[src/design/klfsa_pkg.sv]
// ----------------------------------------------------------------------------
// klfsa_pkg
// Shared widths, codes and types of the keyed lowest-free slot allocator.
// ----------------------------------------------------------------------------
`default_nettype none

package klfsa_pkg;

    // Payload widths fixed by the channel definitions.
    localparam int OPCODE_W = 2;
    localparam int TAG_W    = 32;
    localparam int INDEX_W  = 5;
    localparam int STATUS_W = 2;

    // Defaults for the top-level parameters.
    localparam int SLOT_COUNT_DEF = 32;
    localparam int TAG_BITS_DEF   = 32;

    // Depth of the command queue between front and back.
    localparam int QUEUE_DEPTH = 2;

    // Request opcodes.
    localparam logic [OPCODE_W-1:0] OP_GET    = 2'd0;
    localparam logic [OPCODE_W-1:0] OP_LOCK   = 2'd1;
    localparam logic [OPCODE_W-1:0] OP_UNLOCK = 2'd2;

    // Result status codes.
    localparam logic [STATUS_W-1:0] ST_OK        = 2'd0;
    localparam logic [STATUS_W-1:0] ST_UNKNOWN   = 2'd1;
    localparam logic [STATUS_W-1:0] ST_NONE_FREE = 2'd2;
    localparam logic [STATUS_W-1:0] ST_BAD_UNIT  = 2'd3;

    // Classified command kind.
    typedef enum logic [1:0] {
        KIND_GET,
        KIND_LOCK,
        KIND_UNLOCK
    } kind_t;

    // One queued command.
    typedef struct packed {
        kind_t             kind;
        logic [TAG_W-1:0]  tag;
    } cmd_t;

    // Head of the command queue as seen by the back end.
    typedef struct packed {
        logic  valid;
        cmd_t  cmd;
    } queue_head_t;

endpackage

`default_nettype wire

[src/design/klfsa_req_if.sv]
// ----------------------------------------------------------------------------
// klfsa_req_if
// Request channel: opcode and owner tag with a valid/ready handshake.
// ----------------------------------------------------------------------------
`default_nettype none

interface klfsa_req_if;
    import klfsa_pkg::*;

    logic                 valid;
    logic                 ready;
    logic [OPCODE_W-1:0]  opcode;
    logic [TAG_W-1:0]     owner_tag;

    modport source (output valid, output opcode, output owner_tag, input ready);
    modport sink   (input valid, input opcode, input owner_tag, output ready);
endinterface

`default_nettype wire

[src/design/klfsa_rsp_if.sv]
// ----------------------------------------------------------------------------
// klfsa_rsp_if
// Result channel: slot index and status with a valid/ready handshake.
// ----------------------------------------------------------------------------
`default_nettype none

interface klfsa_rsp_if;
    import klfsa_pkg::*;

    logic                 valid;
    logic                 ready;
    logic [INDEX_W-1:0]   slot_index;
    logic [STATUS_W-1:0]  status;

    modport source (output valid, output slot_index, output status, input ready);
    modport sink   (input valid, input slot_index, input status, output ready);
endinterface

`default_nettype wire

[src/design/klfsa_front.sv]
// ----------------------------------------------------------------------------
// klfsa_front
// Accepts request words, classifies the opcode and queues the commands.
// ----------------------------------------------------------------------------
`default_nettype none

module klfsa_front (
    input  wire logic                   clk,
    input  wire logic                   rst_n,
    klfsa_req_if.sink                   req,
    output klfsa_pkg::queue_head_t      head,
    input  wire logic                   pop
);
    import klfsa_pkg::*;

    localparam int PTR_W = (QUEUE_DEPTH > 1) ? $clog2(QUEUE_DEPTH) : 1;
    localparam int CNT_W = $clog2(QUEUE_DEPTH + 1);

    cmd_t              slot_reg [QUEUE_DEPTH];
    logic [PTR_W-1:0]  wr_ptr_reg, wr_ptr_next;
    logic [PTR_W-1:0]  rd_ptr_reg, rd_ptr_next;
    logic [CNT_W-1:0]  count_reg, count_next;
    logic              push;
    cmd_t              in_cmd;

    // Opcode classification; the unused code is treated as a get.
    always_comb
    begin
        in_cmd.tag = req.owner_tag;
        case (req.opcode)
            OP_LOCK:   in_cmd.kind = KIND_LOCK;
            OP_UNLOCK: in_cmd.kind = KIND_UNLOCK;
            default:   in_cmd.kind = KIND_GET;
        endcase
    end

    // The queue takes a word whenever it has room.
    assign req.ready = (count_reg != CNT_W'(QUEUE_DEPTH));
    assign push      = req.valid && req.ready;

    // Pointer and occupancy update.
    always_comb
    begin
        wr_ptr_next = wr_ptr_reg;
        rd_ptr_next = rd_ptr_reg;
        count_next  = count_reg;
        if (push)
        begin
            wr_ptr_next = (wr_ptr_reg == PTR_W'(QUEUE_DEPTH - 1)) ? '0 : wr_ptr_reg + 1'b1;
        end
        if (pop)
        begin
            rd_ptr_next = (rd_ptr_reg == PTR_W'(QUEUE_DEPTH - 1)) ? '0 : rd_ptr_reg + 1'b1;
        end
        if (push && !pop)
        begin
            count_next = count_reg + 1'b1;
        end
        else if (pop && !push)
        begin
            count_next = count_reg - 1'b1;
        end
    end

    always_ff @(posedge clk or negedge rst_n)
    begin
        if (!rst_n)
        begin
            wr_ptr_reg <= '0;
            rd_ptr_reg <= '0;
            count_reg  <= '0;
        end
        else
        begin
            wr_ptr_reg <= wr_ptr_next;
            rd_ptr_reg <= rd_ptr_next;
            count_reg  <= count_next;
        end
    end

    // Queue storage holds payload only.
    always_ff @(posedge clk)
    begin
        if (push)
        begin
            slot_reg[wr_ptr_reg] <= in_cmd;
        end
    end

    assign head.valid = (count_reg != '0);
    assign head.cmd   = slot_reg[rd_ptr_reg];

endmodule

`default_nettype wire

[src/design/klfsa_back.sv]
// ----------------------------------------------------------------------------
// klfsa_back
// Slot table with parallel tag compare, lowest-free priority encoder and
// the registered result word.
// ----------------------------------------------------------------------------
`default_nettype none

module klfsa_back #(
    parameter int SLOT_COUNT = klfsa_pkg::SLOT_COUNT_DEF,
    parameter int TAG_BITS   = klfsa_pkg::TAG_BITS_DEF
) (
    input  wire logic                   clk,
    input  wire logic                   rst_n,
    input  wire klfsa_pkg::queue_head_t head,
    output logic                        pop,
    klfsa_rsp_if.source                 rsp
);
    import klfsa_pkg::*;

    localparam int IDX_W = (SLOT_COUNT > 1) ? $clog2(SLOT_COUNT) : 1;
    localparam int KEY_W = (TAG_BITS < TAG_W) ? TAG_BITS : TAG_W;

    logic [SLOT_COUNT-1:0]  busy_reg, busy_next;
    logic [KEY_W-1:0]       owner_reg [SLOT_COUNT];
    logic                   out_valid_reg, out_valid_next;
    logic [INDEX_W-1:0]     slot_index_reg, slot_index_next;
    logic [STATUS_W-1:0]    status_reg, status_next;

    logic [KEY_W-1:0]       key;
    logic [SLOT_COUNT-1:0]  hit_vec, hit_low, free_vec, free_low;
    logic [IDX_W-1:0]       hit_idx, free_idx, res_idx;
    logic                   any_hit, any_free, owner_we;

    assign key = head.cmd.tag[KEY_W-1:0];

    // Parallel compare of the key against every busy slot.
    always_comb
    begin
        for (int i = 0; i < SLOT_COUNT; i++)
        begin
            hit_vec[i] = busy_reg[i] && (owner_reg[i] == key);
        end
    end

    // Isolate the lowest set bit of each vector and encode it.
    assign free_vec = ~busy_reg;
    assign hit_low  = hit_vec & (~hit_vec + SLOT_COUNT'(1));
    assign free_low = free_vec & (~free_vec + SLOT_COUNT'(1));
    assign any_hit  = |hit_vec;
    assign any_free = |free_vec;

    always_comb
    begin
        hit_idx  = '0;
        free_idx = '0;
        for (int i = 0; i < SLOT_COUNT; i++)
        begin
            if (hit_low[i])
            begin
                hit_idx = hit_idx | IDX_W'(i);
            end
            if (free_low[i])
            begin
                free_idx = free_idx | IDX_W'(i);
            end
        end
    end

    // A command is taken when the result register is free or being emptied.
    assign pop = head.valid && (!out_valid_reg || rsp.ready);

    // Command execution.
    always_comb
    begin
        busy_next   = busy_reg;
        owner_we    = 1'b0;
        res_idx     = '0;
        status_next = ST_OK;
        case (head.cmd.kind)
            KIND_LOCK:
            begin
                if (any_hit)
                begin
                    res_idx = hit_idx;
                end
                else if (any_free)
                begin
                    res_idx             = free_idx;
                    owner_we            = pop;
                    busy_next[free_idx] = 1'b1;
                end
                else
                begin
                    status_next = ST_NONE_FREE;
                end
            end
            KIND_UNLOCK:
            begin
                if (any_hit)
                begin
                    res_idx            = hit_idx;
                    busy_next[hit_idx] = 1'b0;
                end
                else
                begin
                    status_next = ST_BAD_UNIT;
                end
            end
            default:
            begin
                if (any_hit)
                begin
                    res_idx = hit_idx;
                end
                else
                begin
                    status_next = ST_UNKNOWN;
                end
            end
        endcase
        slot_index_next = INDEX_W'(res_idx);
    end

    // Result register valid flag.
    always_comb
    begin
        out_valid_next = out_valid_reg;
        if (pop)
        begin
            out_valid_next = 1'b1;
        end
        else if (rsp.ready)
        begin
            out_valid_next = 1'b0;
        end
    end

    always_ff @(posedge clk or negedge rst_n)
    begin
        if (!rst_n)
        begin
            busy_reg      <= '0;
            out_valid_reg <= 1'b0;
        end
        else
        begin
            if (pop)
            begin
                busy_reg <= busy_next;
            end
            out_valid_reg <= out_valid_next;
        end
    end

    // Owner tags and result payload carry no reset.
    always_ff @(posedge clk)
    begin
        if (owner_we)
        begin
            owner_reg[free_idx] <= key;
        end
        if (pop)
        begin
            slot_index_reg <= slot_index_next;
            status_reg     <= status_next;
        end
    end

    assign rsp.valid      = out_valid_reg;
    assign rsp.slot_index = slot_index_reg;
    assign rsp.status     = status_reg;

    // A key never holds more than one slot.
    a_single_owner: assert property (@(posedge clk) disable iff (!rst_n)
        head.valid |-> $onehot0(hit_vec))
        else $error("key matches more than one busy slot");

    // Every error result carries slot index zero.
    a_error_zero: assert property (@(posedge clk) disable iff (!rst_n)
        out_valid_reg && (status_reg != ST_OK) |-> (slot_index_reg == '0))
        else $error("error result with nonzero slot index");

    // A granting lock marks exactly one more slot busy.
    a_lock_grant: assert property (@(posedge clk) disable iff (!rst_n)
        pop && (head.cmd.kind == KIND_LOCK) && !any_hit && any_free
        |=> ($countones(busy_reg) == $past($countones(busy_reg)) + 1))
        else $error("lock grant did not take exactly one slot");

    // A successful unlock frees exactly one slot.
    a_unlock_free: assert property (@(posedge clk) disable iff (!rst_n)
        pop && (head.cmd.kind == KIND_UNLOCK) && any_hit
        |=> ($countones(busy_reg) + 1 == $past($countones(busy_reg))))
        else $error("unlock did not free exactly one slot");

endmodule

`default_nettype wire

[src/design/keyed_lowest_free_slot_allocator.sv]
// ----------------------------------------------------------------------------
// keyed_lowest_free_slot_allocator
// Hands out slots to owner tags: lock, get and unlock with the lowest free
// slot granted first.
// ----------------------------------------------------------------------------
//
//   Channel   Direction  Words carried
//   req       in         opcode, owner_tag
//   rsp       out        slot_index, status (one result word per request)
//
// One request word is accepted per cycle and one result word is produced per
// cycle while the result channel is not stalled; the combinational tag compare
// and priority encoder in the back end set that rate. A request is first
// written into the command queue, and its result is then held in the registered
// result word of the back end. Reset clears the busy map at once, so every slot
// is free; no clearing pass. A stalled result register holds the back end, and
// the two-entry command queue keeps accepting words until it is full.
`default_nettype none

module keyed_lowest_free_slot_allocator #(
    parameter int SLOT_COUNT = klfsa_pkg::SLOT_COUNT_DEF,
    parameter int TAG_BITS   = klfsa_pkg::TAG_BITS_DEF
) (
    input  wire logic   clk,
    input  wire logic   rst_n,
    klfsa_req_if.sink   req,
    klfsa_rsp_if.source rsp
);
    import klfsa_pkg::*;

    queue_head_t  head;
    logic         pop;

    // Front end: accept and classify.
    klfsa_front u_front (
        .clk   (clk),
        .rst_n (rst_n),
        .req   (req),
        .head  (head),
        .pop   (pop)
    );

    // Back end: slot table and result register.
    klfsa_back #(
        .SLOT_COUNT (SLOT_COUNT),
        .TAG_BITS   (TAG_BITS)
    ) u_back (
        .clk   (clk),
        .rst_n (rst_n),
        .head  (head),
        .pop   (pop),
        .rsp   (rsp)
    );

endmodule

`default_nettype wire

[src/flat_wrapper.sv]
// flat-port wrapper written by rule: the top's interface ports become plain ports
module keyed_lowest_free_slot_allocator_flat import klfsa_pkg::*;
#(
    parameter int SLOT_COUNT = klfsa_pkg::SLOT_COUNT_DEF,
    parameter int TAG_BITS   = klfsa_pkg::TAG_BITS_DEF
)
  (clk, rst_n, req_valid, req_opcode, req_owner_tag, req_ready, rsp_valid, rsp_slot_index, rsp_status, rsp_ready);
  klfsa_req_if req_i ();
  klfsa_rsp_if rsp_i ();
  input  wire logic clk;
  input  wire logic rst_n;
  input wire logic [$bits(req_i.valid)-1:0] req_valid;
  input wire logic [$bits(req_i.opcode)-1:0] req_opcode;
  input wire logic [$bits(req_i.owner_tag)-1:0] req_owner_tag;
  output wire logic [$bits(req_i.ready)-1:0] req_ready;
  output wire logic [$bits(rsp_i.valid)-1:0] rsp_valid;
  output wire logic [$bits(rsp_i.slot_index)-1:0] rsp_slot_index;
  output wire logic [$bits(rsp_i.status)-1:0] rsp_status;
  input wire logic [$bits(rsp_i.ready)-1:0] rsp_ready;
  assign req_i.valid = req_valid;
  assign req_i.opcode = req_opcode;
  assign req_i.owner_tag = req_owner_tag;
  assign req_ready = req_i.ready;
  assign rsp_valid = rsp_i.valid;
  assign rsp_slot_index = rsp_i.slot_index;
  assign rsp_status = rsp_i.status;
  assign rsp_i.ready = rsp_ready;
  keyed_lowest_free_slot_allocator #(.SLOT_COUNT(SLOT_COUNT), .TAG_BITS(TAG_BITS)) u_core (.clk(clk), .rst_n(rst_n), .req(req_i), .rsp(rsp_i));
endmodule
[config.mk]
export PLATFORM = sky130hd
export DESIGN_NAME = keyed_lowest_free_slot_allocator_flat
export DESIGN_NICKNAME = d
export VERILOG_FILES = /design/src/design/klfsa_pkg.sv /design/src/design/klfsa_req_if.sv /design/src/design/klfsa_rsp_if.sv /design/src/design/klfsa_front.sv /design/src/design/klfsa_back.sv /design/src/design/keyed_lowest_free_slot_allocator.sv /design/src/flat_wrapper.sv
export SDC_FILE = /design/constraint.sdc
export NUM_CORES = 2
export LEC_CHECK = 0
export BUFFER_PORTS_ARGS = -buffer_cell sky130_fd_sc_hd__buf_2
export CELL_PAD_IN_SITES_DETAIL_PLACEMENT = 1
export CELL_PAD_IN_SITES_GLOBAL_PLACEMENT = 1
export CORE_MARGIN = 2
export CORE_UTILIZATION = 42
export DETAILED_ROUTE_END_ITERATION = 7
export HOLD_SLACK_MARGIN = 0.03
export PLACE_DENSITY_LB_ADDON = 0.15
export REMOVE_ABC_BUFFERS = 1
export SYNTH_ARGS = -nofsm -noshare
export SYNTH_HDL_FRONTEND = slang
export SYNTH_SLANG_ARGS = --single-unit
[constraint.sdc]
create_clock -name clk -period 12.45 [get_ports clk]
set_clock_uncertainty 0.05 [all_clocks]
set_input_delay 0.6225 -clock clk [delete_from_list [all_inputs] [get_ports clk]]
set_output_delay 0.6225 -clock clk [all_outputs]
set_load 0.005 [all_outputs]
==> metrics.txt <==
placeable core area 122,000 µm²; worst min-delay path category in -> reg; DRT iter0 DRCs 4,604; CTS tree done; pin count of the biggest net entering global routing 38; average wire per cell in the routed design 36.7 µm; fraction of final layout cells sized beyond drive strength 1 12.6%; number of I/O pins 47; part of the power in combinational logic 39.8%; insertion delay of the later-clocked pin in the worst-skew pair 770 ps; proportion of register bits with asynchronous set or reset after synthesis 3.26%; count of max-cap constraint violations 0; CTS H-tree lvls 3; placed instance count 5,233; post-DP HPWL 120,000 µm; root cell of the clock tree sky130_fd_sc_hd__clkbuf_16; ratio of final minimum period to clock period 59.6%; flip-flop count of the largest register after layout 1,024; total CTS buffers 120; Antenna Nets Post-Route 0; final std cell area, no fill 58,800 µm²; slew margin rel. 9.48%; max-slew violation total from the final report 0; Worst Max-Slew Pin Slew 1360 ps; global-route wire length before repair 278,000 µm; site row count 128; primary flip-flop cell chosen by synthesis mapping sky130_fd_sc_hd__edfxtp_1; Leak Pwr 17.1 nW; most frequent cells after synthesis 1,099 x sky130_fd_sc_hd__edfxtp_1, 1,000 x sky130_fd_sc_hd__xnor2_1, 441 x sky130_fd_sc_hd__nor4_1, 106 x sky130_fd_sc_hd__nand4_1, 102 x sky130_fd_sc_hd__nor2_1; status finished clean; Data required, critical path 13,060 ps; crit start category flip-flop; minimum period implied by the final worst setup slack 7430 ps; overall overflow remaining after global route 0; Area Growth Syn to Fin 13.5%; dpl ws 5100 ps; top-count cell post-synth sky130_fd_sc_hd__edfxtp_1; RSZ-0062 raised after global routing no; number of antenna violations at the first check in global routing 26; number of standard cells in the final layout excluding fillers 5,496; Distinct cells, synth 75; worst vdd ir 0.185 mV; wire length reported by the detailed router 202,000 µm; Longest Clk Path Bufs 3; first drt pass iteration count 5; Die Footprint 126,000 µm²; Int Pwr 8.33 mW; total placed instance area 54,500 µm²; worst path arrival time 8040 ps; Hold Violations, Final 0; cell taking the most area after synthesis sky130_fd_sc_hd__edfxtp_1; Final setup viols 0; setup slack on the worst flop-to-flop path 5020 ps; EDFF count, synth 1,099; Die W 355 µm; number of remaining DRC errors 0; count of vias placed by the detailed router 34,400; via count of the first global-routing pass 34,100; share of power burned in the clock network 25.7%; switching fraction of total power 41.6%; Via density 6.27; die boundary height 355 µm; Cells after Synth 3,542; per-instance average area after synthesis 14.6 µm²; maximum clock frequency 135 MHz; main area contributors after synthesis sky130_fd_sc_hd__edfxtp_1 64%, sky130_fd_sc_hd__xnor2_1 17%, sky130_fd_sc_hd__nor4_1 5.3%; # fillers 12,000; last weighted congestion value of the routability-driven placer 0.937; total power consumption of the routed design 14.3 mW; number of nets in the finished design 3,804; fraction of power consumed by sequential logic 34.4%; clock transition at the register clock pins on the worst setup and hold paths after CTS 60 ps; sequential fraction of the synthesis area 65.5%; YS warnings 0; top cell type's share of synthesized area 63.7%; cell area power density 243 nW/µm²; maximum fanout count along the critical path 23; Starting Density 42.5%; Port-buffer cells 46; setup_tns 0 ps; P_sw 5.95 mW; kind of end point of the critical path flip-flop; PnR worst setup slack 5020 ps; Sinks on Clock Net 1,136; post-synthesis register bit count 1,136; Synth Cell Area 51,800 µm²; GRT Util Overall 31.7%; post-CTS setup buffer count 0; Setup CP Type reg -> reg
==> area by class of cell <==
cell class              count  area [µm²]  share of cell area [%]
diodes                      7        17.5                  0.0298
clock buffers             148        3110                    5.29
clock inverters            75         833                    1.42
inverters                  52         198                   0.336
multi-input cells        2225       17000                    28.9
flip-flops and latches   1136       33900                    57.7
well taps                1625        2030                    3.46
repair buffers            228        1700                    2.90
==> repair_timing <==
| action | 4_1_cts | 5_1_grt |
|---|---|---|
| resized for setup | 0 | 0 |
| hold buffers | 33 | 0 |
| hold endpoints to repair | 80 | 0 |
==> stage by stage <==
step	utilization (%)	hold slack, ps
5_1_grt	48.2	100
2_1_floorplan	-	277
6_report	48.2	81.9
4_1_cts	48.2	51.3
3_3_place_gp	44.7	430
3_5_place_dp	44.7	448
==> power by group through the flow <==
stage          Combinational, mW  Sequential, mW  Clock [mW]
2_1_floorplan               2.83            4.99           0
3_3_place_gp                5.53            4.99           0
3_5_place_dp                5.53            5.00           0
4_1_cts                     5.57            4.92        3.70
5_1_grt                     5.79            4.92        3.84
6_report                    5.68            4.92        3.68
==> metal layers <==
layer	part of all wire [%]	vias up	track usage, %
li1	-	14000	-
met1	42	18200	44.9
met2	46	1896	50.5
met3	8.7	369	4.63
met4	3.6	6	9.84
met5	0.018	-	0
==> kinds of logic (layout without fill, tap and decap cells) <==
family,Yosys count,in the layout,synth area share [%]
and+or+nand+nor,1009,1009,11.4
DFF,1136,1136,65.5
other,0,7,0
AOI/OAI and AO/OA,167,167,2.41
xor gates and xnor gates,1012,1012,17.1
buffers and inverters,181,503,2.26
muxes,34,34,1.26
adders and majority gates,3,3,0.0725
==> worst paths after layout <==
path                                           start                          to  cells past startpoint
max                        u_core.u_front.rd_ptr_reg  u_core.u_back.busy_reg[15]                     14
min                                        rsp_ready     u_core.u_back.rsp.valid                      3
max reg2reg                u_core.u_front.rd_ptr_reg  u_core.u_back.busy_reg[15]                     14
min reg2reg                  u_core.u_back.rsp.valid     u_core.u_back.rsp.valid                      2
max in group asynchronous                      rst_n   u_core.u_front.rd_ptr_reg                      2
min in group asynchronous                      rst_n   u_core.u_front.wr_ptr_reg                      2
==> worst max-delay path, cell delays in order (launching register included) <==
cell and delay [ps]:
sky130_fd_sc_hd__dfrtp_4 700, sky130_fd_sc_hd__buf_4 710, sky130_fd_sc_hd__mux2i_4 330, sky130_fd_sc_hd__buf_4 410, sky130_fd_sc_hd__buf_4 640, sky130_fd_sc_hd__xnor2_1 220
sky130_fd_sc_hd__nor4_1 90, sky130_fd_sc_hd__nand4_1 90, sky130_fd_sc_hd__nor3_1 130, sky130_fd_sc_hd__nor4_2 700, sky130_fd_sc_hd__nand4_1 620, sky130_fd_sc_hd__nor3_2 1050
sky130_fd_sc_hd__nand2_1 840, sky130_fd_sc_hd__o31a_1 490, sky130_fd_sc_hd__a21oi_1 120
==> layout by cell type, fill, tap and decap left out, types with 12 or more instances in the layout <==
cell type | Yosys | layout
sky130_fd_sc_hd__nor2_1 | 102 | 95
sky130_fd_sc_hd__inv_1 | 51 | 20
sky130_fd_sc_hd__edfxtp_1 | 1099 | 1099
sky130_fd_sc_hd__inv_2 | 1 | 30
sky130_fd_sc_hd__a2111oi_0 | 22 | 22
sky130_fd_sc_hd__nand3_1 | 86 | 85
sky130_fd_sc_hd__nand2_1 | 52 | 52
sky130_fd_sc_hd__xor2_1 | 12 | 12
sky130_fd_sc_hd__clkbuf_16 | 0 | 120
sky130_fd_sc_hd__dfrtp_1 | 37 | 36
sky130_fd_sc_hd__nor3_1 | 93 | 74
sky130_fd_sc_hd__clkbuf_1 | 19 | 28
sky130_fd_sc_hd__nand3b_1 | 29 | 29
sky130_fd_sc_hd__bufinv_16 | 0 | 16
sky130_fd_sc_hd__mux2i_4 | 25 | 32
sky130_fd_sc_hd__a21oi_1 | 31 | 31
sky130_fd_sc_hd__nand4_1 | 106 | 106
sky130_fd_sc_hd__buf_2 | 32 | 46
sky130_fd_sc_hd__clkinv_1 | 0 | 29
sky130_fd_sc_hd__clkinv_2 | 0 | 22
sky130_fd_sc_hd__dlygate4sd3_1 | 0 | 33
sky130_fd_sc_hd__or3_1 | 16 | 16
sky130_fd_sc_hd__buf_4 | 38 | 147
sky130_fd_sc_hd__o21ai_0 | 20 | 20
sky130_fd_sc_hd__nor4_1 | 441 | 437
sky130_fd_sc_hd__xnor2_1 | 1000 | 1000
sky130_fd_sc_hd__nor3_2 | 5 | 24
sky130_fd_sc_hd__a2bb2oi_1 | 17 | 17
Note: power is estimated with default switching activity, not from simulation.
